File: src/sv/lfs_pkg.sv
package lfs_pkg;

	localparam int FRAMES_DEF        = 64;
	localparam int SCAN_LEDS_DEF     = 12;
	localparam int SAMPLE_DIVIDE_DEF = 6;
	localparam int QUEUE_DEPTH       = 2;

	localparam logic [15:0] SHIFT_RESET = 16'hFFFF;
	localparam logic [7:0]  FIRST_HOLD  = 8'd255;
	localparam logic [7:0]  PRESS_SAT   = 8'd254;
	localparam logic [7:0]  LONG_LIMIT  = 8'd200;
	localparam logic [7:0]  PRESS_RESET = 8'd7;
	localparam logic [7:0]  HOLD_RESET  = 8'd50;
	localparam logic [6:0]  COUNT_RESET = 7'd64;

	typedef enum logic [1:0] {
		CMD_TICK    = 2'd0,
		CMD_WRITE   = 2'd1,
		CMD_RESTART = 2'd2
	} cmd_t;

	typedef enum logic [1:0] {
		OP_NOP     = 2'd0,
		OP_TICK    = 2'd1,
		OP_WRITE   = 2'd2,
		OP_RESTART = 2'd3
	} op_t;

	typedef enum logic [1:0] {
		CFG_FRAME_HOLD     = 2'd0,
		CFG_FRAME_COUNT    = 2'd1,
		CFG_DISPLAY_ENABLE = 2'd2
	} cfg_reg_t;

	typedef struct packed {
		op_t         op;
		logic        level;
		logic [5:0]  widx;
		logic [15:0] wword;
	} item_t;

	typedef struct packed {
		logic       led_on;
		logic [3:0] led_index;
		logic [5:0] frame_now;
		logic       button_release;
		logic       long_press;
	} result_t;

	typedef struct packed {
		logic [7:0] frame_hold;
		logic [6:0] frame_count;
		logic       display_enable;
	} cfg_t;

endpackage

File: src/sv/lfs_ram.sv
module lfs_ram import lfs_pkg::*; #(
	parameter int WIDTH = 16,
	parameter int DEPTH = FRAMES_DEF,
	localparam int AW = (DEPTH > 1) ? $clog2(DEPTH) : 1
) (
	input  logic             clk,
	input  logic             we,
	input  logic [AW-1:0]    waddr,
	input  logic [WIDTH-1:0] wdata,
	input  logic [AW-1:0]    raddr,
	output logic [WIDTH-1:0] rdata
);

	logic [WIDTH-1:0] mem [DEPTH];

	always_ff @(posedge clk) begin
		if (we) begin
			mem[waddr] <= wdata;
		end
		rdata <= mem[raddr];
	end

endmodule

File: src/sv/lfs_fifo.sv
module lfs_fifo import lfs_pkg::*; #(
	parameter int WIDTH = 8,
	parameter int DEPTH = QUEUE_DEPTH,
	localparam int AW = (DEPTH > 1) ? $clog2(DEPTH) : 1,
	localparam int CW = $clog2(DEPTH + 1)
) (
	input  logic             clk,
	input  logic             arst_n,
	input  logic             push,
	input  logic [WIDTH-1:0] wdata,
	output logic             full,
	input  logic             pop,
	output logic [WIDTH-1:0] rdata,
	output logic             empty
);

	logic [WIDTH-1:0] slot_q [DEPTH];
	logic [AW-1:0]    wr_q;
	logic [AW-1:0]    rd_q;
	logic [CW-1:0]    cnt_q;
	logic             push_ok;
	logic             pop_ok;

	assign full    = (cnt_q == CW'(DEPTH));
	assign empty   = (cnt_q == '0);
	assign push_ok = push && !full;
	assign pop_ok  = pop && !empty;
	assign rdata   = slot_q[rd_q];

	always_ff @(posedge clk) begin
		if (push_ok) begin
			slot_q[wr_q] <= wdata;
		end
	end

	always_ff @(posedge clk or negedge arst_n) begin
		if (!arst_n) begin
			wr_q  <= '0;
			rd_q  <= '0;
			cnt_q <= '0;
		end else begin
			if (push_ok) begin
				wr_q <= (wr_q == AW'(DEPTH - 1)) ? '0 : wr_q + AW'(1);
			end
			if (pop_ok) begin
				rd_q <= (rd_q == AW'(DEPTH - 1)) ? '0 : rd_q + AW'(1);
			end
			if (push_ok && !pop_ok) begin
				cnt_q <= cnt_q + CW'(1);
			end else if (pop_ok && !push_ok) begin
				cnt_q <= cnt_q - CW'(1);
			end
		end
	end

endmodule

File: src/sv/lfs_front.sv
module lfs_front import lfs_pkg::*; #(
	parameter int FRAMES = FRAMES_DEF
) (
	input  logic        clk,
	input  logic        arst_n,
	input  logic        push,
	output logic        full,
	input  logic [1:0]  command,
	input  logic        button_level,
	input  logic [5:0]  write_index,
	input  logic [15:0] write_word,
	output item_t       item,
	output logic        item_empty,
	input  logic        item_pop
);

	item_t in_item;

	always_comb begin
		in_item       = '0;
		in_item.level = button_level;
		in_item.widx  = write_index;
		in_item.wword = write_word;
		case (cmd_t'(command))
			CMD_TICK: begin
				in_item.op = OP_TICK;
			end
			CMD_WRITE: begin
				in_item.op = (8'(write_index) < 8'(FRAMES)) ? OP_WRITE : OP_NOP;
			end
			CMD_RESTART: begin
				in_item.op = OP_RESTART;
			end
			default: begin
				in_item.op = OP_NOP;
			end
		endcase
	end

	lfs_fifo #(
		.WIDTH($bits(item_t)),
		.DEPTH(QUEUE_DEPTH)
	) u_queue (
		.clk   (clk),
		.arst_n(arst_n),
		.push  (push),
		.wdata (in_item),
		.full  (full),
		.pop   (item_pop),
		.rdata (item),
		.empty (item_empty)
	);

endmodule

File: src/sv/lfs_back.sv
module lfs_back import lfs_pkg::*; #(
	parameter int FRAMES        = FRAMES_DEF,
	parameter int SCAN_LEDS     = SCAN_LEDS_DEF,
	parameter int SAMPLE_DIVIDE = SAMPLE_DIVIDE_DEF,
	localparam int AW  = (FRAMES > 1) ? $clog2(FRAMES) : 1,
	localparam int SDW = (SAMPLE_DIVIDE > 1) ? $clog2(SAMPLE_DIVIDE) : 1
) (
	input  logic    clk,
	input  logic    arst_n,
	input  cfg_t    cfg,
	input  item_t   item,
	input  logic    item_empty,
	output logic    item_pop,
	output result_t res,
	output logic    res_push,
	input  logic    res_full
);

	localparam logic [3:0]     LED_LAST  = 4'(SCAN_LEDS - 1);
	localparam logic [SDW-1:0] SDIV_LAST = SDW'(SAMPLE_DIVIDE - 1);

	logic [15:0]    shift_q;
	logic           pend_q;
	logic           oor_q;
	logic [3:0]     scan_q;
	logic [7:0]     sd_q;
	logic [7:0]     hold_q;
	logic [5:0]     fp_q;
	logic [SDW-1:0] sdiv_q;
	logic           last_q;
	logic [7:0]     pc_q;

	logic [15:0]    shift_eff;
	logic [15:0]    shift_nx;
	logic [3:0]     scan_nx;
	logic [7:0]     sd_nx;
	logic [7:0]     hold_nx;
	logic [5:0]     fp_nx;
	logic [6:0]     next_fp;
	logic [SDW-1:0] sdiv_nx;
	logic           last_nx;
	logic [7:0]     pc_nx;
	logic           reload;
	logic           ram_we;
	logic           go;
	logic [15:0]    ram_rdata;

	assign go       = !item_empty && !res_full;
	assign item_pop = go;
	assign res_push = go;

	assign shift_eff = pend_q ? (oor_q ? '0 : ram_rdata) : shift_q;

	always_comb begin
		scan_nx  = scan_q;
		sd_nx    = sd_q;
		hold_nx  = hold_q;
		fp_nx    = fp_q;
		next_fp  = '0;
		shift_nx = shift_eff;
		sdiv_nx  = sdiv_q;
		last_nx  = last_q;
		pc_nx    = pc_q;
		reload   = 1'b0;
		ram_we   = 1'b0;
		res      = '0;
		case (item.op)
			OP_TICK: begin
				if (cfg.display_enable) begin
					if (shift_eff[0]) begin
						res.led_on    = 1'b1;
						res.led_index = scan_q;
					end
					scan_nx  = scan_q + 4'd1;
					shift_nx = shift_eff >> 1;
					if (scan_nx > LED_LAST) begin
						scan_nx = '0;
						sd_nx   = sd_q + 8'd1;
						if (sd_nx >= hold_q) begin
							hold_nx = cfg.frame_hold;
							sd_nx   = '0;
							next_fp = {1'b0, fp_q} + 7'd1;
							if (next_fp >= cfg.frame_count) begin
								next_fp = 7'd1;
							end
							fp_nx = next_fp[5:0];
						end
						reload = 1'b1;
					end
				end
				if (sdiv_q == SDIV_LAST) begin
					sdiv_nx = '0;
					if (!item.level) begin
						pc_nx = (pc_q >= PRESS_SAT) ? PRESS_SAT : pc_q + 8'd1;
					end
					if (!last_q && item.level) begin
						res.long_press     = (pc_nx > LONG_LIMIT);
						res.button_release = 1'b1;
						pc_nx              = '0;
					end
					last_nx = item.level;
				end else begin
					sdiv_nx = sdiv_q + SDW'(1);
				end
			end
			OP_WRITE: begin
				ram_we = 1'b1;
			end
			OP_RESTART: begin
				fp_nx   = '0;
				scan_nx = '0;
				sd_nx   = '0;
				hold_nx = FIRST_HOLD;
				reload  = 1'b1;
			end
			default: begin
			end
		endcase
		res.frame_now = fp_nx;
	end

	lfs_ram #(
		.WIDTH(16),
		.DEPTH(FRAMES)
	) u_store (
		.clk  (clk),
		.we   (go && ram_we),
		.waddr(AW'(item.widx)),
		.wdata(item.wword),
		.raddr(AW'(fp_nx)),
		.rdata(ram_rdata)
	);

	always_ff @(posedge clk) begin
		oor_q <= (8'(fp_nx) >= 8'(FRAMES));
	end

	always_ff @(posedge clk or negedge arst_n) begin
		if (!arst_n) begin
			shift_q <= SHIFT_RESET;
			pend_q  <= 1'b0;
			scan_q  <= '0;
			sd_q    <= '0;
			hold_q  <= FIRST_HOLD;
			fp_q    <= '0;
			sdiv_q  <= '0;
			last_q  <= 1'b1;
			pc_q    <= PRESS_RESET;
		end else begin
			shift_q <= go ? shift_nx : shift_eff;
			pend_q  <= go && reload;
			if (go) begin
				scan_q <= scan_nx;
				sd_q   <= sd_nx;
				hold_q <= hold_nx;
				fp_q   <= fp_nx;
				sdiv_q <= sdiv_nx;
				last_q <= last_nx;
				pc_q   <= pc_nx;
			end
		end
	end

endmodule

File: src/sv/led_frame_scanner_with_button.sv
// channel  | handshake   | payload
// ---------+-------------+-----------------------------------------------------
// input    | push / full | command, button_level, write_index, write_word
// result   | empty / pop | led_on, led_index, frame_now, button_release,
//          |             | long_press
// config   | cfg_write   | cfg_index, cfg_data (8 bits, no read-back)
//
// One request per clock, sustained while neither side stalls; one result per request.
// A request passes the request queue, then the executing stage, to the result side:
// that stage works on the head of the request queue and fills the result queue in
// the same clock; a frame store read is used by the request that follows.
// Either side may stall; two-entry queues on each side keep the other running.
// arst_n clears the control state but for the out-of-range flag; the frame store is not cleared.
module led_frame_scanner_with_button import lfs_pkg::*; #(
	parameter int FRAMES        = FRAMES_DEF,
	parameter int SCAN_LEDS     = SCAN_LEDS_DEF,
	parameter int SAMPLE_DIVIDE = SAMPLE_DIVIDE_DEF
) (
	input  logic        clk,
	input  logic        arst_n,
	input  logic        push,
	output logic        full,
	input  logic [1:0]  command,
	input  logic        button_level,
	input  logic [5:0]  write_index,
	input  logic [15:0] write_word,
	output logic        empty,
	input  logic        pop,
	output logic        led_on,
	output logic [3:0]  led_index,
	output logic [5:0]  frame_now,
	output logic        button_release,
	output logic        long_press,
	input  logic        cfg_write,
	input  logic [1:0]  cfg_index,
	input  logic [7:0]  cfg_data
);

	cfg_t    cfg_q;
	item_t   item;
	logic    item_empty;
	logic    item_pop;
	result_t res;
	logic    res_push;
	logic    res_full;
	result_t out_res;

	always_ff @(posedge clk or negedge arst_n) begin
		if (!arst_n) begin
			cfg_q.frame_hold     <= HOLD_RESET;
			cfg_q.frame_count    <= COUNT_RESET;
			cfg_q.display_enable <= 1'b1;
		end else if (cfg_write) begin
			case (cfg_reg_t'(cfg_index))
				CFG_FRAME_HOLD: begin
					cfg_q.frame_hold <= cfg_data;
				end
				CFG_FRAME_COUNT: begin
					cfg_q.frame_count <= cfg_data[6:0];
				end
				CFG_DISPLAY_ENABLE: begin
					cfg_q.display_enable <= cfg_data[0];
				end
				default: begin
				end
			endcase
		end
	end

	lfs_front #(
		.FRAMES(FRAMES)
	) u_front (
		.clk         (clk),
		.arst_n      (arst_n),
		.push        (push),
		.full        (full),
		.command     (command),
		.button_level(button_level),
		.write_index (write_index),
		.write_word  (write_word),
		.item        (item),
		.item_empty  (item_empty),
		.item_pop    (item_pop)
	);

	lfs_back #(
		.FRAMES       (FRAMES),
		.SCAN_LEDS    (SCAN_LEDS),
		.SAMPLE_DIVIDE(SAMPLE_DIVIDE)
	) u_back (
		.clk       (clk),
		.arst_n    (arst_n),
		.cfg       (cfg_q),
		.item      (item),
		.item_empty(item_empty),
		.item_pop  (item_pop),
		.res       (res),
		.res_push  (res_push),
		.res_full  (res_full)
	);

	lfs_fifo #(
		.WIDTH($bits(result_t)),
		.DEPTH(QUEUE_DEPTH)
	) u_out_queue (
		.clk   (clk),
		.arst_n(arst_n),
		.push  (res_push),
		.wdata (res),
		.full  (res_full),
		.pop   (pop),
		.rdata (out_res),
		.empty (empty)
	);

	assign led_on         = out_res.led_on;
	assign led_index      = out_res.led_index;
	assign frame_now      = out_res.frame_now;
	assign button_release = out_res.button_release;
	assign long_press     = out_res.long_press;

endmodule

File: config.mk
export PLATFORM = sky130hd
export DESIGN_NAME = led_frame_scanner_with_button
export DESIGN_NICKNAME = d
export VERILOG_FILES = /design/src/sv/lfs_pkg.sv /design/src/sv/lfs_ram.sv /design/src/sv/lfs_fifo.sv /design/src/sv/lfs_front.sv /design/src/sv/lfs_back.sv /design/src/sv/led_frame_scanner_with_button.sv
export SDC_FILE = /design/constraint.sdc
export NUM_CORES = 1
export LEC_CHECK = 0
export BUFFER_PORTS_ARGS = -buffer_cell sky130_fd_sc_hd__clkbuf_2
export CAP_MARGIN = 20
export CORE_MARGIN = 2
export CORE_UTILIZATION = 40
export DETAILED_ROUTE_END_ITERATION = 7
export PLACE_DENSITY = 0.61
export SETUP_SLACK_MARGIN = 0.1
export SLEW_MARGIN = 40
export SYNTH_ARGS = -nofsm -noshare
export SYNTH_HDL_FRONTEND = slang
export SYNTH_SLANG_ARGS = --single-unit
File: constraint.sdc
create_clock -name clk -period 5.1 [get_ports clk]
set_input_delay 0.255 -clock clk [delete_from_list [all_inputs] [get_ports clk]]
set_output_delay 0.255 -clock clk [all_outputs]
set_load 0.01 [all_outputs]
======== After elaboration in Yosys (flattened, before gate mapping) ========
Memories as Yosys holds them, arrays and structs flattened. A register that Yosys moved wholly into a read port is not among the register bits.
Cells that the tools add are included.
word-level totals
  bits in registers ....................... 79
  memory bits (writable) .................. 1100
  input port bits ......................... 40
  memories ................................ 3
memories
  memory                  depth  bits a word  rd ports  clocked after Yosys merged registers in  write ports  RTL line        text
  u_back.u_store.mem      64     16           1         1                                        1            lfs_ram.sv:14   logic [WIDTH-1:0] mem [DEPTH];
  u_front.u_queue.slot_q  2      25           1         0                                        1            lfs_fifo.sv:17  logic [WIDTH-1:0] slot_q [DEPTH];
  u_out_queue.slot_q      2      13           1         0                                        1            lfs_fifo.sv:17
cells by class
  $add $sub $neg .......................... 13
  magnitude comparators ................... 5
  equality and inequality tests ........... 13
  mux-type cells .......................... 51
  reduce and logical (&&, ||, !) cells .... 36
operators by type and width
  cell                   count
  $mux W8                11
  $mux W16               4
  $pmux W8 S2            2
  $mux W6                4
  $add A8 B1 Y8 const B  2
  $mux W5                3
  $mux W2                7
  $mux W1                13
  $eq A2 B2 Y1 const B   6
  $logic_and A1 B1 Y1    12
  $pmux W6 S2            1
  $logic_not A1 Y1       9
  $ge A8 B8 Y1           1
  $ge A8 B8 Y1 const B   1
  $gt A8 B8 Y1 const B   1
  $logic_not A2 Y1       4
  $mux W4                2
  $pmux W4 S2            1
  $reduce_and A2 Y1      4
  $add A6 B1 Y7 const B  1
  $ge A7 B7 Y1           1
  $eq A2 B1 Y1 const B   3
  $pmux W2 S3            1
  $reduce_and A3 Y1      2
  14 further kinds       22

======== Longest topological paths before layout ========
  word-level depth ........................ 9
  gate-level depth with buffers ........... 20
  mapped depth without buffers ............ 16

======== Cells and area by module ========
From an unflattened synthesis, not the netlist that was laid out.
unflattened totals
  cells, all modules ...................... 2370
  area, all modules ....................... 47514.3 µm²
modules (own cells, without submodules)
  module                         times used  cells each  area each (µm²)
  lfs_ram                        1           1829        40042.2
  lfs_back                       1           344         3522.1
  lfs_fifo (u_front.u_queue)     1           97          2102.0
  lfs_fifo (u_out_queue)         1           59          1168.6
  led_frame_scanner_with_button  1           35          624.3
  lfs_front                      1           6           55.1

======== Worst setup path after synthesis ========
OpenSTA, ideal clock, no wires.
  kind .................................... flip-flop to flip-flop
  from .................................... register u_back.fp_q[0]
  to ...................................... register u_back.u_store.rdata[4], read port of u_back.u_store.mem
  setup time .............................. 131 ps
  data arrival time ....................... 3881 ps
  data required time ...................... 4969 ps
  setup slack ............................. 1088 ps
  cell stages (with the launch flop) ...... 18
  path buffers ............................ 2
  period minus slack after synthesis ...... 4012 ps
  path through ............................ dfrtp_1 -> ha_1 -> nand3_1 -> or2_2 -> nand2_1 -> ha_1 -> and3_1 -> a221oi_2 -> o21ai_2 -> o311ai_1 -> o311a_1 -> buf_4 -> buf_2 -> mux4_2 -> a22o_1 -> a21o_1 -> o21ai_1 -> a211oi_2
between the ends
  cells in the longest elaborated chain, start to end .. 7
ends and longest elaborated chain
  what                    RTL line         text
  start, declared         lfs_back.sv:28   logic [5:0] fp_q;
  start signal, assigned  lfs_back.sv:156  fp_q <= fp_nx;
  $add A6 B1 Y7           lfs_back.sv:82   next_fp = {1'b0, fp_q} + 7'd1;
  $ge A7 B7 Y1            lfs_back.sv:83   if (next_fp >= cfg.frame_count) begin
  $mux W6                 lfs_back.sv:83
  $mux W6                 lfs_back.sv:79   if (sd_nx >= hold_q) begin
  $mux W6                 lfs_back.sv:76   if (scan_nx > LED_LAST) begin
  $mux W6                 lfs_back.sv:69   if (cfg.display_enable) begin
  $pmux W6 S2 *           lfs_back.sv:67   case (item.op)
  end, declared           lfs_ram.sv:11    output logic [WIDTH-1:0] rdata
Mark *: on every way between the ends. The rest lies on a longest branch, timed or not.
A chain may end at the register's enable or synchronous reset.

======== Worst setup path after layout ========
  from .................................... register u_back.fp_q[0]
  to ...................................... register u_back.u_store.rdata[3], read port of u_back.u_store.mem
The elaborated chain is that of the path after synthesis.

==> metrics list <==
- The run finished with clean final reports.
* Power per cell area: approximately 450 nW/um^2
- DR pass1 iterations: 5
* Clock Latency Late Sink: 710 ps
- Counting both buffers and inverters, the worst setup path holds a total of 2.
- Number of rows created at floorplan: between 100 and 150
- The root buffer cell chosen for the clock tree is sky130_fd_sc_hd__clkbuf_16.
- In this run the worst path has a maximum fanout of 17.
* Normalized max-slew margin: 43.1%
* Placed cell count: 4728
* Full die area: 125000 um^2
* Number of standard cells in the final layout excluding fillers: 5000
- Sum of net half-perimeters after detailed placement: approximately 77 mm
- The number of antenna diodes in the final layout is 0.
- Maximum VDD drop: 0.341 mV
- In this run the tool buffered the top-level ports with 54 buffer cells.
- Primary FF master, synth: sky130_fd_sc_hd__edfxtp_1
- The die is 353 um tall.
- Leakage Power: 0.0196 uW
- A synthesized cell averages 16.1 um^2.
- Setup violations remaining at the end of the flow were counted as 0.
* Fin nets: 3339
- Setup repair after global routing left no endpoint under its margin.
- Largest stage delay on the critical path: 510 ps
* Top achievable clock speed: roughly 210 MHz
- The area growth from synthesis to layout is 15.7%.
- In the synthesized netlist the async set-or-reset flop fraction comes to approximately 6.6%.
- Number of flip-flops and latches in the synthesized netlist: 1195
- Clk sinks: between 1000 and 1500
* Post-placement worst setup slack: roughly 16 ps
- Iteration-0 DRC Markers: 2991
- Largest net degree at the start of global routing: 84
- The number of different library cells used by synthesis comes to 77.
- Routability-driven placement finished with a final weighted congestion of 0.862.
- In the global route stage, overall resource usage came out at 19.9%.
* Gr ovfl total: 0
- TritonCTS built the clock tree.
- Clock input transition at the sequential cells of the worst setup and hold paths: 60 ps
* Total I/O pin count: 55
- For this run, design rule violations remaining after detail routing come to 0.
- Critical Path AT: 5360 ps
- Share of the clock period used by the worst path after layout: between 90% and 100%
- Most used cells in the layout excluding fill and tap cells: sky130_fd_sc_hd__edfxtp_1 (1100), sky130_fd_sc_hd__nand2_1 (415), sky130_fd_sc_hd__buf_4 (174)
- Finished layout cell area: 56500 um^2
* Number of cells produced by synthesis: 3026
- The worst hold path belongs to the class input pin to register.
- Summing all placed instances gives a cell area of 52000 um^2.
* Initial antenna violation count: 0
* Num CTS Buffers: ~120
- The final count of hold timing violations came to 0.
- Slowest CP cell: sky130_fd_sc_hd__mux4_2
* Final wirelength: 128 mm
- Ratio of cells with drive above 1 in the final layout: 21.4%
- Largest delay contributor family on the critical path: compound AO/OA/AOI/OAI gates
- The count of nets left with antenna violations once routing finished came out at 0.
* Minimum clock period: 4760 ps
- Via density per instance: between 5 and 6
* Critical Setup Path Class: register to register
- Average wire per standard cell: between 20 and 30 um
* H-tree lvl count: 3
- The mapped netlist covers 48800 um^2.
- Die width: around 350 um
- Total power for the finished layout comes to between 20000 and 30000 uW.
- At the pin with the least slew margin, the transition time is 853 ps.
- At the worst endpoint, the required time is 5690 ps.
- Once the floorplan was initialized, standard cells occupied 40.2% of the core.
* Routed vias: 28042
- The max-slew violation count was 0.
- The worst setup path is launched from a register.
- Worst path setup slack after routing: 337 ps
- Traced cell by cell, the critical path runs through ha_1 > nand3_1 > or2_2 > nand2_1 > ha_1 > and3_1 > a221oi_2 > o21ai_2 > o311ai_1 > o311a_4 > buf_16 > buf_12 > mux4_2 > a22o_1 > a21o_1 > o21ai_2 > a211oi_2.
- During synthesis, Yosys emitted a total of 0 warnings.
* Worst setup skew after layout: 28.9 ps
- The first global-routing pass estimated between 150 and 200 mm of wire.
- Counting along the longest clock path gives a buffer depth of 3.
- Most frequent standard cell in the layout excluding fill and tap cells: sky130_fd_sc_hd__edfxtp_1
* Number of global-route vias before repair: 27321
- Seq/Total Area, Yosys: 72.4%
* Element type at the critical path end: register
* Synth Net Count: 3091
- Post-route worst hold slack: 36.5 ps
* Area of the core region: 121000 um^2
* Number of synthesized flops with an enable pin: 1100
- Across the run, the number of max-cap violations was 0.
## path summary, 6_finish.rpt
kind / from / end / slack [ps] / depth (start not counted)
min in group asynchronous: arst_n / cfg_q[14] / 130 / 2
max: u_back.fp_q[0] / u_back.u_store.rdata[3] / 340 / 17
max reg2reg: u_back.fp_q[0] / u_back.u_store.rdata[3] / 340 / 17
max in group asynchronous: arst_n / u_back.last_q / 4050 / 3
min reg2reg: u_back.hold_q[6] / u_back.hold_q[6] / 490 / 2
min: pop / u_out_queue.rd_q / 40 / 3
## worst reg2reg max path, stage by stage, from the launching register on
cell and delay, ps:
sky130_fd_sc_hd__dfrtp_2 450, sky130_fd_sc_hd__ha_1 280, sky130_fd_sc_hd__nand3_1 140, sky130_fd_sc_hd__or2_2 310
sky130_fd_sc_hd__nand2_1 70, sky130_fd_sc_hd__ha_1 210, sky130_fd_sc_hd__and3_1 180, sky130_fd_sc_hd__a221oi_2 290
sky130_fd_sc_hd__o21ai_2 170, sky130_fd_sc_hd__o311ai_1 370, sky130_fd_sc_hd__o311a_4 390, sky130_fd_sc_hd__buf_16 240
sky130_fd_sc_hd__buf_12 230, sky130_fd_sc_hd__mux4_2 530, sky130_fd_sc_hd__a22o_1 230, sky130_fd_sc_hd__a21o_1 190
sky130_fd_sc_hd__o21ai_2 310, sky130_fd_sc_hd__a211oi_2 60
## timing repair
action,in CTS,in global routing
resized for setup,6,11
endpoints found under the setup margin,6,16
pin swaps,0,2
hold buffers,40,0
gates cloned,0,3
hold endpoints to repair,111,0
setup buffers,0,4
## cell families (layout without fill, tap and decap cells)
kind of cell	count (synthesis)	in the layout	synth area share, %
AOI/OAI and AO/OA	472	472	7.08
xor gates and xnor gates	25	25	0.448
adders and majority gates	25	25	0.641
buffers and inverters	207	556	2.34
DFF	1195	1195	72.4
muxes	356	356	10.2
and+or+nand+nor	746	746	6.82
## cells in the mapped netlist, types with 52 or more instances
cell / instances / area share, %
sky130_fd_sc_hd__edfxtp_1: 1100 / 68
sky130_fd_sc_hd__nand2_1: 415 / 3.2
sky130_fd_sc_hd__mux2i_1: 170 / 3.5
sky130_fd_sc_hd__and3_1: 128 / 1.6
sky130_fd_sc_hd__nor2_1: 116 / 0.89
sky130_fd_sc_hd__mux4_2: 106 / 4.9
sky130_fd_sc_hd__mux2_2: 79 / 1.8
sky130_fd_sc_hd__clkbuf_1: 75 / 0.58
sky130_fd_sc_hd__a211oi_1: 65 / 1.0
sky130_fd_sc_hd__a21oi_1: 63 / 0.65
sky130_fd_sc_hd__o21ai_0: 54 / 0.55
sky130_fd_sc_hd__a31oi_1: 52 / 0.67
## metal layers
metal	vias up	routed length [um]	GRT usage, %	share of wire [%]
li1	12336	-	-	-
met1	14513	54200	27.7	42
met2	1035	61900	32.8	48
met3	158	8410	2.60	6.6
met4	0	3230	6.18	2.5
met5	-	0	0	0
## cell type report
type	count	area, um^2
Multi-Input combinational cell	1624	12500
Clock inverter	78	707
Tap cell	1625	2030
Timing Repair Buffer	294	2550
Inverter	38	163
Fill cell	10424	64900
Clock buffer	146	3160
Sequential cell	1195	35400
## where the power goes
part	switching, uW	internal (uW)	leakage, uW	total, uW
Combinational	2700	1070	0.00667	3770
Sequential	290	12400	0.0110	12700
Clock	3700	5010	0.00190	8710
## registers in the layout, indices dropped and copies added (netlist names)
name	count
cfg_q	16
u_back.fp_q	6
u_back.hold_q	8
u_back.last_q	1
u_back.pc_q	8
u_back.pend_q	1
u_back.scan_q	4
u_back.sd_q	8
u_back.sdiv_q	3
u_back.shift_q	16
u_back.u_store.mem	1024
u_back.u_store.rdata	16
u_front.u_queue.cnt_q	2
u_front.u_queue.rd_q	1
u_front.u_queue.slot_q	50
u_front.u_queue.wr_q	1
u_out_queue.cnt_q	2
u_out_queue.rd_q	1
u_out_queue.slot_q	26
u_out_queue.wr_q	1
## through the flow
step / utilization [%] / setup TNS [ps]
final: 46.5 / 0
after global routing: 46.5 / 0
after CTS: 46.4 / 0
after detailed placement: 42.8 / 0
after global placement: 42.8 / -69.4
after floorplan: - / 0
No activity file was read; power rests on OpenSTA's default activity.
